### src/pdsr_pkg.sv
// Shared types, field widths, register codes and constants for the PD sink request block.
`timescale 1ns / 1ps

package pdsr_pkg;

    // Field widths.
    localparam int VOLT_W  = 16;
    localparam int CURR_W  = 14;
    localparam int WORD_W  = 32;
    localparam int POS_W   = 3;
    localparam int ID_W    = 3;
    localparam int HDR_W   = 16;
    localparam int CFG_IDX_W  = 2;
    localparam int CFG_DATA_W = 16;

    // Stream packing widths.
    localparam int IN_TDATA_W   = 40;
    localparam int OUT_TDATA_W  = 56;
    localparam int OUT_TUSER_W  = 2;

    // Default number of offers that are evaluated in one message.
    localparam int MAX_OFFERS_DEF = 7;

    // Register reset values.
    localparam logic [VOLT_W-1:0] MIN_VOLTAGE_RST = 16'd5000;
    localparam logic [VOLT_W-1:0] MAX_VOLTAGE_RST = 16'd12800;
    localparam logic [CURR_W-1:0] MIN_CURRENT_RST = 14'd500;
    localparam logic [CURR_W-1:0] MAX_CURRENT_RST = 14'd2000;

    // Configuration register indexes.
    localparam logic [CFG_IDX_W-1:0] CFG_MIN_VOLTAGE = 2'd0;
    localparam logic [CFG_IDX_W-1:0] CFG_MAX_VOLTAGE = 2'd1;
    localparam logic [CFG_IDX_W-1:0] CFG_MIN_CURRENT = 2'd2;
    localparam logic [CFG_IDX_W-1:0] CFG_MAX_CURRENT = 2'd3;

    // Power data object type codes (bits 31:30).
    localparam logic [1:0] PDO_FIXED     = 2'd0;
    localparam logic [1:0] PDO_AUGMENTED = 2'd3;
    // Augmented subtype for a standard-range programmable supply (bits 29:28).
    localparam logic [1:0] APDO_SPR_PPS  = 2'd0;

    // Request header pieces.
    localparam logic [1:0] SPEC_REV_3_0 = 2'd2;
    localparam logic [4:0] MSG_REQUEST  = 5'd2;

    // Sink limits as held in the configuration registers.
    typedef struct packed {
        logic [VOLT_W-1:0] min_voltage_mv;
        logic [VOLT_W-1:0] max_voltage_mv;
        logic [CURR_W-1:0] min_current_ma;
        logic [CURR_W-1:0] max_current_ma;
    } cfg_t;

    // Final selection of a message.
    typedef struct packed {
        logic              found;
        logic [POS_W-1:0]  position;
        logic [WORD_W-1:0] offer;
    } sel_t;

    // One result word.
    typedef struct packed {
        logic              found;
        logic              is_pps;
        logic [POS_W-1:0]  chosen_position;
        logic [WORD_W-1:0] request_word;
        logic [HDR_W-1:0]  header_word;
    } res_t;

endpackage

### src/pd_sink_pdo_select_request_top.sv
// Top level of the PD sink offer selector and request builder.
// A final offer word moves through the input register, selection register and output register.
// Throughput: one offer word per cycle; the output register lets input continue while a result
// waits; backpressure that also fills the selection register stalls only a final offer word.
// Reset: asynchronous active-low rst_n clears the stage valids, the offer tracker and
// restores the limit registers to their defaults; no clearing pass follows.
`timescale 1ns / 1ps

module pd_sink_pdo_select_request_top
    import pdsr_pkg::*;
#(
    parameter int MAX_OFFERS = MAX_OFFERS_DEF
)
(
    input  logic                   clk,
    input  logic                   rst_n,
    // Input stream.
    input  logic                   s_tvalid,
    output logic                   s_tready,
    // s_tdata: offer_word [31:0], message_id [34:32], zero fill [39:35].
    input  logic [IN_TDATA_W-1:0]  s_tdata,
    // s_tlast: last_offer.
    input  logic                   s_tlast,
    // Output stream.
    output logic                   m_tvalid,
    input  logic                   m_tready,
    // m_tdata: chosen_position [2:0], request_word [34:3], header_word [50:35], zero [55:51].
    output logic [OUT_TDATA_W-1:0] m_tdata,
    // m_tuser: found [0], is_pps [1].
    output logic [OUT_TUSER_W-1:0] m_tuser,
    // Configuration write channel.
    input  logic                   cfg_valid,
    output logic                   cfg_ready,
    input  logic [CFG_IDX_W-1:0]   cfg_index,
    input  logic [CFG_DATA_W-1:0]  cfg_data
);

    cfg_t              cfg;
    sel_t              sel;
    res_t              res;

    logic              in_valid_reg;
    logic              in_valid_next;
    logic [WORD_W-1:0] in_word_reg;
    logic              in_last_reg;
    logic [ID_W-1:0]   in_id_reg;

    logic              sel_valid_reg;
    logic              sel_valid_next;
    sel_t              sel_reg;
    logic [ID_W-1:0]   sel_id_reg;

    logic              out_valid_reg;
    logic              out_valid_next;
    logic [OUT_TDATA_W-1:0] out_tdata_reg;
    logic [OUT_TUSER_W-1:0] out_tuser_reg;

    logic              accept_in;
    logic              out_free;
    logic              sel_free;
    logic              item_en;
    logic              load_sel;
    logic              load_out;

    assign cfg_ready = 1'b1;

    pdsr_cfg_regs u_cfg_regs
    (
        .clk      (clk),
        .rst_n    (rst_n),
        .wr_en    (cfg_valid && cfg_ready),
        .wr_index (cfg_index),
        .wr_data  (cfg_data),
        .cfg      (cfg)
    );

    // Stage flow control.
    assign out_free  = !out_valid_reg || m_tready;
    assign sel_free  = !sel_valid_reg || out_free;
    assign item_en   = in_valid_reg && (!in_last_reg || sel_free);
    assign load_sel  = item_en && in_last_reg;
    assign load_out  = sel_valid_reg && out_free;
    assign s_tready  = !in_valid_reg || item_en;
    assign accept_in = s_tvalid && s_tready;

    assign in_valid_next  = accept_in ? 1'b1 : (item_en ? 1'b0 : in_valid_reg);
    assign sel_valid_next = load_sel ? 1'b1 : (load_out ? 1'b0 : sel_valid_reg);
    assign out_valid_next = load_out ? 1'b1 : (m_tready ? 1'b0 : out_valid_reg);

    pdsr_offer_eval #(
        .MAX_OFFERS (MAX_OFFERS)
    ) u_offer_eval
    (
        .clk        (clk),
        .rst_n      (rst_n),
        .cfg        (cfg),
        .item_en    (item_en),
        .offer_word (in_word_reg),
        .last_offer (in_last_reg),
        .sel        (sel)
    );

    pdsr_request_build u_request_build
    (
        .cfg        (cfg),
        .sel        (sel_reg),
        .message_id (sel_id_reg),
        .res        (res)
    );

    // Stage valids.
    always_ff @(posedge clk or negedge rst_n)
    begin
        if (!rst_n)
        begin
            in_valid_reg  <= 1'b0;
            sel_valid_reg <= 1'b0;
            out_valid_reg <= 1'b0;
        end
        else
        begin
            in_valid_reg  <= in_valid_next;
            sel_valid_reg <= sel_valid_next;
            out_valid_reg <= out_valid_next;
        end
    end

    // Stage payloads.
    always_ff @(posedge clk)
    begin
        if (accept_in)
        begin
            in_word_reg <= s_tdata[WORD_W-1:0];
            in_id_reg   <= s_tdata[WORD_W+ID_W-1:WORD_W];
            in_last_reg <= s_tlast;
        end
        if (load_sel)
        begin
            sel_reg    <= sel;
            sel_id_reg <= in_id_reg;
        end
        if (load_out)
        begin
            out_tdata_reg <= OUT_TDATA_W'({res.header_word, res.request_word,
                                           res.chosen_position});
            out_tuser_reg <= {res.is_pps, res.found};
        end
    end

    assign m_tvalid = out_valid_reg;
    assign m_tdata  = out_tdata_reg;
    assign m_tuser  = out_tuser_reg;

endmodule

### src/pdsr_cfg_regs.sv
// Configuration register file holding the sink voltage and current limits.
`timescale 1ns / 1ps

module pdsr_cfg_regs
    import pdsr_pkg::*;
(
    input  logic                  clk,
    input  logic                  rst_n,
    input  logic                  wr_en,
    input  logic [CFG_IDX_W-1:0]  wr_index,
    input  logic [CFG_DATA_W-1:0] wr_data,
    output cfg_t                  cfg
);

    cfg_t cfg_reg;
    cfg_t cfg_next;

    // Decode the register index of a write.
    always_comb
    begin
        cfg_next = cfg_reg;
        if (wr_en)
        begin
            unique case (wr_index)
                CFG_MIN_VOLTAGE: cfg_next.min_voltage_mv = wr_data;
                CFG_MAX_VOLTAGE: cfg_next.max_voltage_mv = wr_data;
                CFG_MIN_CURRENT: cfg_next.min_current_ma = wr_data[CURR_W-1:0];
                CFG_MAX_CURRENT: cfg_next.max_current_ma = wr_data[CURR_W-1:0];
                default:         cfg_next = cfg_reg;
            endcase
        end
    end

    // Register storage with reset defaults.
    always_ff @(posedge clk or negedge rst_n)
    begin
        if (!rst_n)
        begin
            cfg_reg.min_voltage_mv <= MIN_VOLTAGE_RST;
            cfg_reg.max_voltage_mv <= MAX_VOLTAGE_RST;
            cfg_reg.min_current_ma <= MIN_CURRENT_RST;
            cfg_reg.max_current_ma <= MAX_CURRENT_RST;
        end
        else
        begin
            cfg_reg <= cfg_next;
        end
    end

    assign cfg = cfg_reg;

endmodule

### src/pdsr_offer_eval.sv
// Offer matcher and best-offer tracker across the objects of one message.
`timescale 1ns / 1ps

module pdsr_offer_eval
    import pdsr_pkg::*;
#(
    parameter int MAX_OFFERS = MAX_OFFERS_DEF
)
(
    input  logic              clk,
    input  logic              rst_n,
    input  cfg_t              cfg,
    input  logic              item_en,
    input  logic [WORD_W-1:0] offer_word,
    input  logic              last_offer,
    output sel_t              sel
);

    localparam logic [POS_W-1:0] OfferLimit = POS_W'(MAX_OFFERS);

    logic [POS_W-1:0]  offer_count_reg;
    logic [POS_W-1:0]  offer_count_next;
    logic [POS_W-1:0]  best_position_reg;
    logic [POS_W-1:0]  best_position_next;
    logic [WORD_W-1:0] best_offer_reg;
    logic [WORD_W-1:0] best_offer_next;

    logic [VOLT_W-1:0] fixed_mv;
    logic [CURR_W-1:0] fixed_ma;
    logic [VOLT_W-1:0] pps_mv;
    logic [CURR_W-1:0] pps_ma;
    logic              fixed_ok;
    logic              pps_ok;
    logic              match;
    logic              in_range;
    logic [POS_W-1:0]  pos;
    logic [POS_W-1:0]  upd_position;
    logic [WORD_W-1:0] upd_offer;

    // Scale the offer fields to millivolts and milliamps.
    assign fixed_mv = VOLT_W'(offer_word[19:10]) * 16'd50;
    assign fixed_ma = CURR_W'(offer_word[9:0]) * 14'd10;
    assign pps_mv   = VOLT_W'(offer_word[24:17]) * 16'd100;
    assign pps_ma   = CURR_W'(offer_word[6:0]) * 14'd50;

    // Limit checks for the two offer kinds that can match.
    assign fixed_ok = (offer_word[31:30] == PDO_FIXED)
                    && (fixed_mv <= cfg.max_voltage_mv)
                    && (fixed_mv >= cfg.min_voltage_mv)
                    && (fixed_ma >= cfg.min_current_ma);
    assign pps_ok   = (offer_word[31:30] == PDO_AUGMENTED)
                    && (offer_word[29:28] == APDO_SPR_PPS)
                    && (pps_mv >= cfg.min_voltage_mv)
                    && (pps_ma >= cfg.min_current_ma);
    assign match    = fixed_ok || pps_ok;

    // Positions past the limit are not evaluated.
    assign in_range = offer_count_reg < OfferLimit;
    assign pos      = offer_count_reg + POS_W'(1);

    // Best offer including the current object.
    always_comb
    begin
        upd_position = best_position_reg;
        upd_offer    = best_offer_reg;
        if (in_range && match)
        begin
            upd_position = pos;
            upd_offer    = offer_word;
        end
    end

    // State update; the end of a message clears the tracker.
    always_comb
    begin
        offer_count_next   = offer_count_reg;
        best_position_next = best_position_reg;
        best_offer_next    = best_offer_reg;
        if (item_en)
        begin
            if (last_offer)
            begin
                offer_count_next   = '0;
                best_position_next = '0;
                best_offer_next    = '0;
            end
            else
            begin
                if (in_range)
                begin
                    offer_count_next = pos;
                end
                best_position_next = upd_position;
                best_offer_next    = upd_offer;
            end
        end
    end

    always_ff @(posedge clk or negedge rst_n)
    begin
        if (!rst_n)
        begin
            offer_count_reg   <= '0;
            best_position_reg <= '0;
            best_offer_reg    <= '0;
        end
        else
        begin
            offer_count_reg   <= offer_count_next;
            best_position_reg <= best_position_next;
            best_offer_reg    <= best_offer_next;
        end
    end

    // Selection handed on when the final object is taken.
    assign sel.found    = (upd_position != '0);
    assign sel.position = upd_position;
    assign sel.offer    = upd_offer;

endmodule

### src/pdsr_request_build.sv
// Request data object and message header builder for the chosen offer.
`timescale 1ns / 1ps

module pdsr_request_build
    import pdsr_pkg::*;
(
    input  cfg_t            cfg,
    input  sel_t            sel,
    input  logic [ID_W-1:0] message_id,
    output res_t            res
);

    // Divide by ten through a reciprocal; exact for inputs below 10240, where the quotient fits 10 bits.
    function automatic logic [9:0] div10(input logic [CURR_W-1:0] x);
        logic [29:0] prod;
        prod = 30'(x) * 30'd52429;
        return prod[28:19];
    endfunction

    // Divide by fifty; exact for inputs below 6400, where the quotient fits 7 bits.
    function automatic logic [6:0] div50(input logic [CURR_W-1:0] x);
        logic [29:0] prod;
        prod = 30'(x) * 30'd41944;
        return prod[27:21];
    endfunction

    // Divide by twenty; exact over the 16-bit range.
    function automatic logic [11:0] div20(input logic [VOLT_W-1:0] x);
        logic [31:0] prod;
        prod = 32'(x) * 32'd52429;
        return prod[31:20];
    endfunction

    logic              pps;
    logic [CURR_W-1:0] fix_ma;
    logic [9:0]        fix_units;
    logic [CURR_W-1:0] pps_ma;
    logic [6:0]        pps_units;
    logic [VOLT_W-1:0] pps_mv;
    logic [11:0]       pps_volt;
    logic [WORD_W-1:0] request;
    logic [HDR_W-1:0]  header;

    assign pps = (sel.offer[31:30] == PDO_AUGMENTED);

    // Fixed offer: current clamped to the sink maximum, in 10 mA units.
    assign fix_ma    = CURR_W'(sel.offer[9:0]) * 14'd10;
    assign fix_units = (cfg.max_current_ma < fix_ma) ? div10(cfg.max_current_ma)
                                                      : sel.offer[9:0];

    // Programmable offer: current in 50 mA units, voltage in 20 mV units.
    assign pps_ma    = CURR_W'(sel.offer[6:0]) * 14'd50;
    assign pps_units = (cfg.max_current_ma < pps_ma) ? div50(cfg.max_current_ma)
                                                      : sel.offer[6:0];
    assign pps_mv    = VOLT_W'(sel.offer[24:17]) * 16'd100;
    assign pps_volt  = (cfg.max_voltage_mv < pps_mv) ? div20(cfg.max_voltage_mv)
                                                      : 12'(sel.offer[24:17]) * 12'd5;

    // Assemble the request object.
    always_comb
    begin
        request        = '0;
        request[30:28] = sel.position;
        request[25]    = 1'b1;
        request[24]    = 1'b1;
        if (pps)
        begin
            request[20:9] = pps_volt;
            request[6:0]  = pps_units;
        end
        else
        begin
            request[19:10] = fix_units;
            request[9:0]   = fix_units;
        end
    end

    // Header: one data object, message id, revision 3.0, request message.
    always_comb
    begin
        header        = '0;
        header[12]    = 1'b1;
        header[11:9]  = message_id;
        header[7:6]   = SPEC_REV_3_0;
        header[4:0]   = MSG_REQUEST;
    end

    // Everything reads as zero when nothing matched.
    assign res.found           = sel.found;
    assign res.is_pps          = sel.found && pps;
    assign res.chosen_position = sel.found ? sel.position : '0;
    assign res.request_word    = sel.found ? request : '0;
    assign res.header_word     = sel.found ? header : '0;

endmodule

### config.mk
export PLATFORM = sky130hd
export DESIGN_NAME = pd_sink_pdo_select_request_top
export DESIGN_NICKNAME = d
export VERILOG_FILES = /design/src/pdsr_pkg.sv /design/src/pd_sink_pdo_select_request_top.sv /design/src/pdsr_cfg_regs.sv /design/src/pdsr_offer_eval.sv /design/src/pdsr_request_build.sv
export SDC_FILE = /design/constraint.sdc
export NUM_CORES = 1
export LEC_CHECK = 0
export ABC_AREA = 1
export BUFFER_PORTS_ARGS = -buffer_cell sky130_fd_sc_hd__clkbuf_2
export CAP_MARGIN = 15
export CORE_MARGIN = 2
export CORE_UTILIZATION = 58
export DETAILED_ROUTE_END_ITERATION = 7
export HOLD_SLACK_MARGIN = 0.1
export PLACE_DENSITY_LB_ADDON = 0.15
export SYNTH_ARGS = -nofsm -noshare
export SYNTH_HDL_FRONTEND = slang
export SYNTH_SLANG_ARGS = --single-unit
### constraint.sdc
create_clock -name clk -period 5.19 [get_ports clk]
set_input_delay 1.557 -clock clk [delete_from_list [all_inputs] [get_ports clk]]
set_output_delay 1.557 -clock clk [all_outputs]
set_load 0.1 [all_outputs]
==> results.txt <==
Final setup viols: 0
Number of global-route vias before repair: 21500
Iteration-0 DRC Markers: 1432
Syn-to-layout area delta: 17.0%
Largest register FFs: 60
Share of cells above drive strength 1: 17.6%
Setup WS pre-CTS: -452 ps
Kind of critical path: reg2reg
Hold crit path type: reg2reg
Final min period: 5170 ps
Clk buf depth: 2
Post-synth cell types: 45
First-pass DRT Iterations: 8
Drt wl/cell: 17.7 µm
Initial antenna violation count: 2
# DRC: 0
DP Wirelength: 57.6 mm
Cell taking the most area after synthesis: ha_1
Placed cells: 3892
Avg Inst Size Synth: 8.49 µm²
Seq cells post-synth: 178
Critical Path RT: 5420 ps
RD Place Congestion: 0.942
Mapped Cells: 3087
Number of failing hold endpoints at the final stage: 0
Worst-path clk slew: 80 ps
Hold_buf cts: 0
Area occupied by registers: 4930 µm²
Seq/Total Area, Yosys: 18.8%
Run status: finished, final reports clean
Most common library cells after synthesis: 704 x inv_1, 597 x ha_1, 489 x nand2_1, 215 x fa_1, 194 x a21oi_1
Count leader, synth: inv_1
TritonCTS Sinks: 178
Maximum fanout along the worst path: 3
IO Pins: 125
TNS Setup: 0 ps
Number of nets in the layout: 4234
Total track usage: 29.9%
Fmax: 193 MHz
Die Y: 217 µm
Clk_lat worst skew: 490 ps
Yosys Warn Count: 0
Die area: 46900 µm²
Worst rel slew slack: 15.7%
CP startpoint kind: flip-flop
Fillers: 3507
Post-synth EDFFs: 89
Cell Rows: 77
Synth top area cells: ha_1 29%, fa_1 16%, edfxtp_1 10%
H-tree depth: 4
Vias per inst: 5.41
TritonCTS clock tree: built
Vias: 21500
Slew @ Worst Pin: 1260 ps
Overflow after GRT: 0
First-pass GRT wire length: 109 mm
Share of the synthesized area in the top cell type: 28.5%
Setup ws final: 18.9 ps
Slew Viols, Final: 0
Syn Std Cell Area: 26200 µm²
RSZ-0062 raised after global routing: true
Top FF cell, synth: edfxtp_1
Layout Skew: 12.8 ps
Final worst path period share: 99.6%
Finished Layout Cells: 3964
Die span in x: 217 µm
Ys async rst share: 50.0%
TritonCTS buffer count: 17
Fin util: 69.0%
Starting Density: 59.0%
Area of the multi-input gates: 19700 µm²
Largest net degree at the start of global routing: 68
Max_cap viols: 0
Core area: 44400 µm²
Final wirelength: 70.1 mm
Nature of the critical path endpoint: flip-flop
IO buf count: 94
Crit path DAT: 5400 ps
Root buf cell: clkbuf_16
Antenna viol nets, final: 0
==> metrics by stage <==
step	instance area (µm²)	hold WS, ps
2_1_floorplan	26300	400
3_3_place_gp	28300	406
3_5_place_dp	28300	412
4_1_cts	29500	431
5_1_grt	30700	443
6_report	30700	431
==> per-layer routing <==
metal	global-route usage, %	up-vias	wire [µm]
met2	49.4	518	32800
li1	-	10500	-
met4	7.42	2	1670
met3	5.08	98	3770
met1	40.9	10400	31800
met5	0	-	12
==> worst max-delay path, stage by stage, from the launching register on <==
cell and delay, ps:
dfrtp_2 460, buf_12 150, ha_4 260, inv_1 50, fa_1 500, fa_2 600
fa_2 440, fa_1 400, fa_1 530, inv_1 80, ha_4 320, nand2_4 70
buf_4 150, nor2_4 120, inv_2 60, nor2_4 120, nand4_1 130, nand3_2 150
nand2_1 70, inv_1 50, o21ai_1 50, nand2_1 80, a21oi_1 60
==> kinds of logic (layout without fill, tap and decap cells) <==
family                   count (synthesis)  count (layout)  share of synthesized area (%)
AND/OR/NAND/NOR                        861             862                           14.1
AO/OA/AOI/OAI                          401             401                           8.25
multiplexers                             1               1                         0.0430
buffers and inverters                  762            1025                           11.5
adder cells (fa/ha/maj)                812             812                           44.9
other                                    2              23                         0.0287
XOR/XNOR                                70              70                           2.34
flip-flops                             178             178                           18.8
==> layout make-up <==
type / count / area share (%)
antenna: 1 / 0.00816
clock buffer: 17 / 1.39
clock inverter: 15 / 0.759
inverter: 706 / 8.68
multi-input combinational: 2168 / 64.2
sequential: 178 / 16.1
tap: 592 / 2.42
timing repair buffer: 287 / 6.45
==> repair_timing <==
action	in CTS	in global routing
pin swaps	38	121
resized for setup	101	223
setup buffers	8	30
endpoints found under the setup margin	21	68
gates cloned	0	1
==> cell usage in the layout (no fill, tap or decap), types with 31 or more instances in the layout <==
cell type  count
a21oi_1      163
buf_4        185
clkbuf_2      93
dfrtp_1       64
edfxtp_1      89
fa_1         206
ha_1         547
ha_4          45
inv_1        668
inv_2         32
nand2_1      450
nand2_2       31
nand3_1      109
nand4_1       35
nor2_1       100
o21ai_0      113
xnor2_1       32
xor2_1        37
==> final timing paths <==
| kind | slack [ps] | end | start | cells after the start |
|---|---|---|---|---|
| hold / removal | 430 | sel_id_reg[2] | in_id_reg[2] | 0 |
| min in group asynchronous | 1170 | sel_valid_reg | rst_n | 1 |
| max in group asynchronous | 3070 | u_cfg_regs.cfg[47] | rst_n | 2 |
| setup reg to reg | 20 | m_tdata[15] | u_cfg_regs.cfg[31] | 22 |
| hold reg to reg | 430 | sel_id_reg[2] | in_id_reg[2] | 0 |
| setup / recovery | 20 | m_tdata[15] | u_cfg_regs.cfg[31] | 22 |
Power is left out: the tool's default activity adds up to more than one toggle a clock period on the data nets, which glitch-free logic cannot reach.
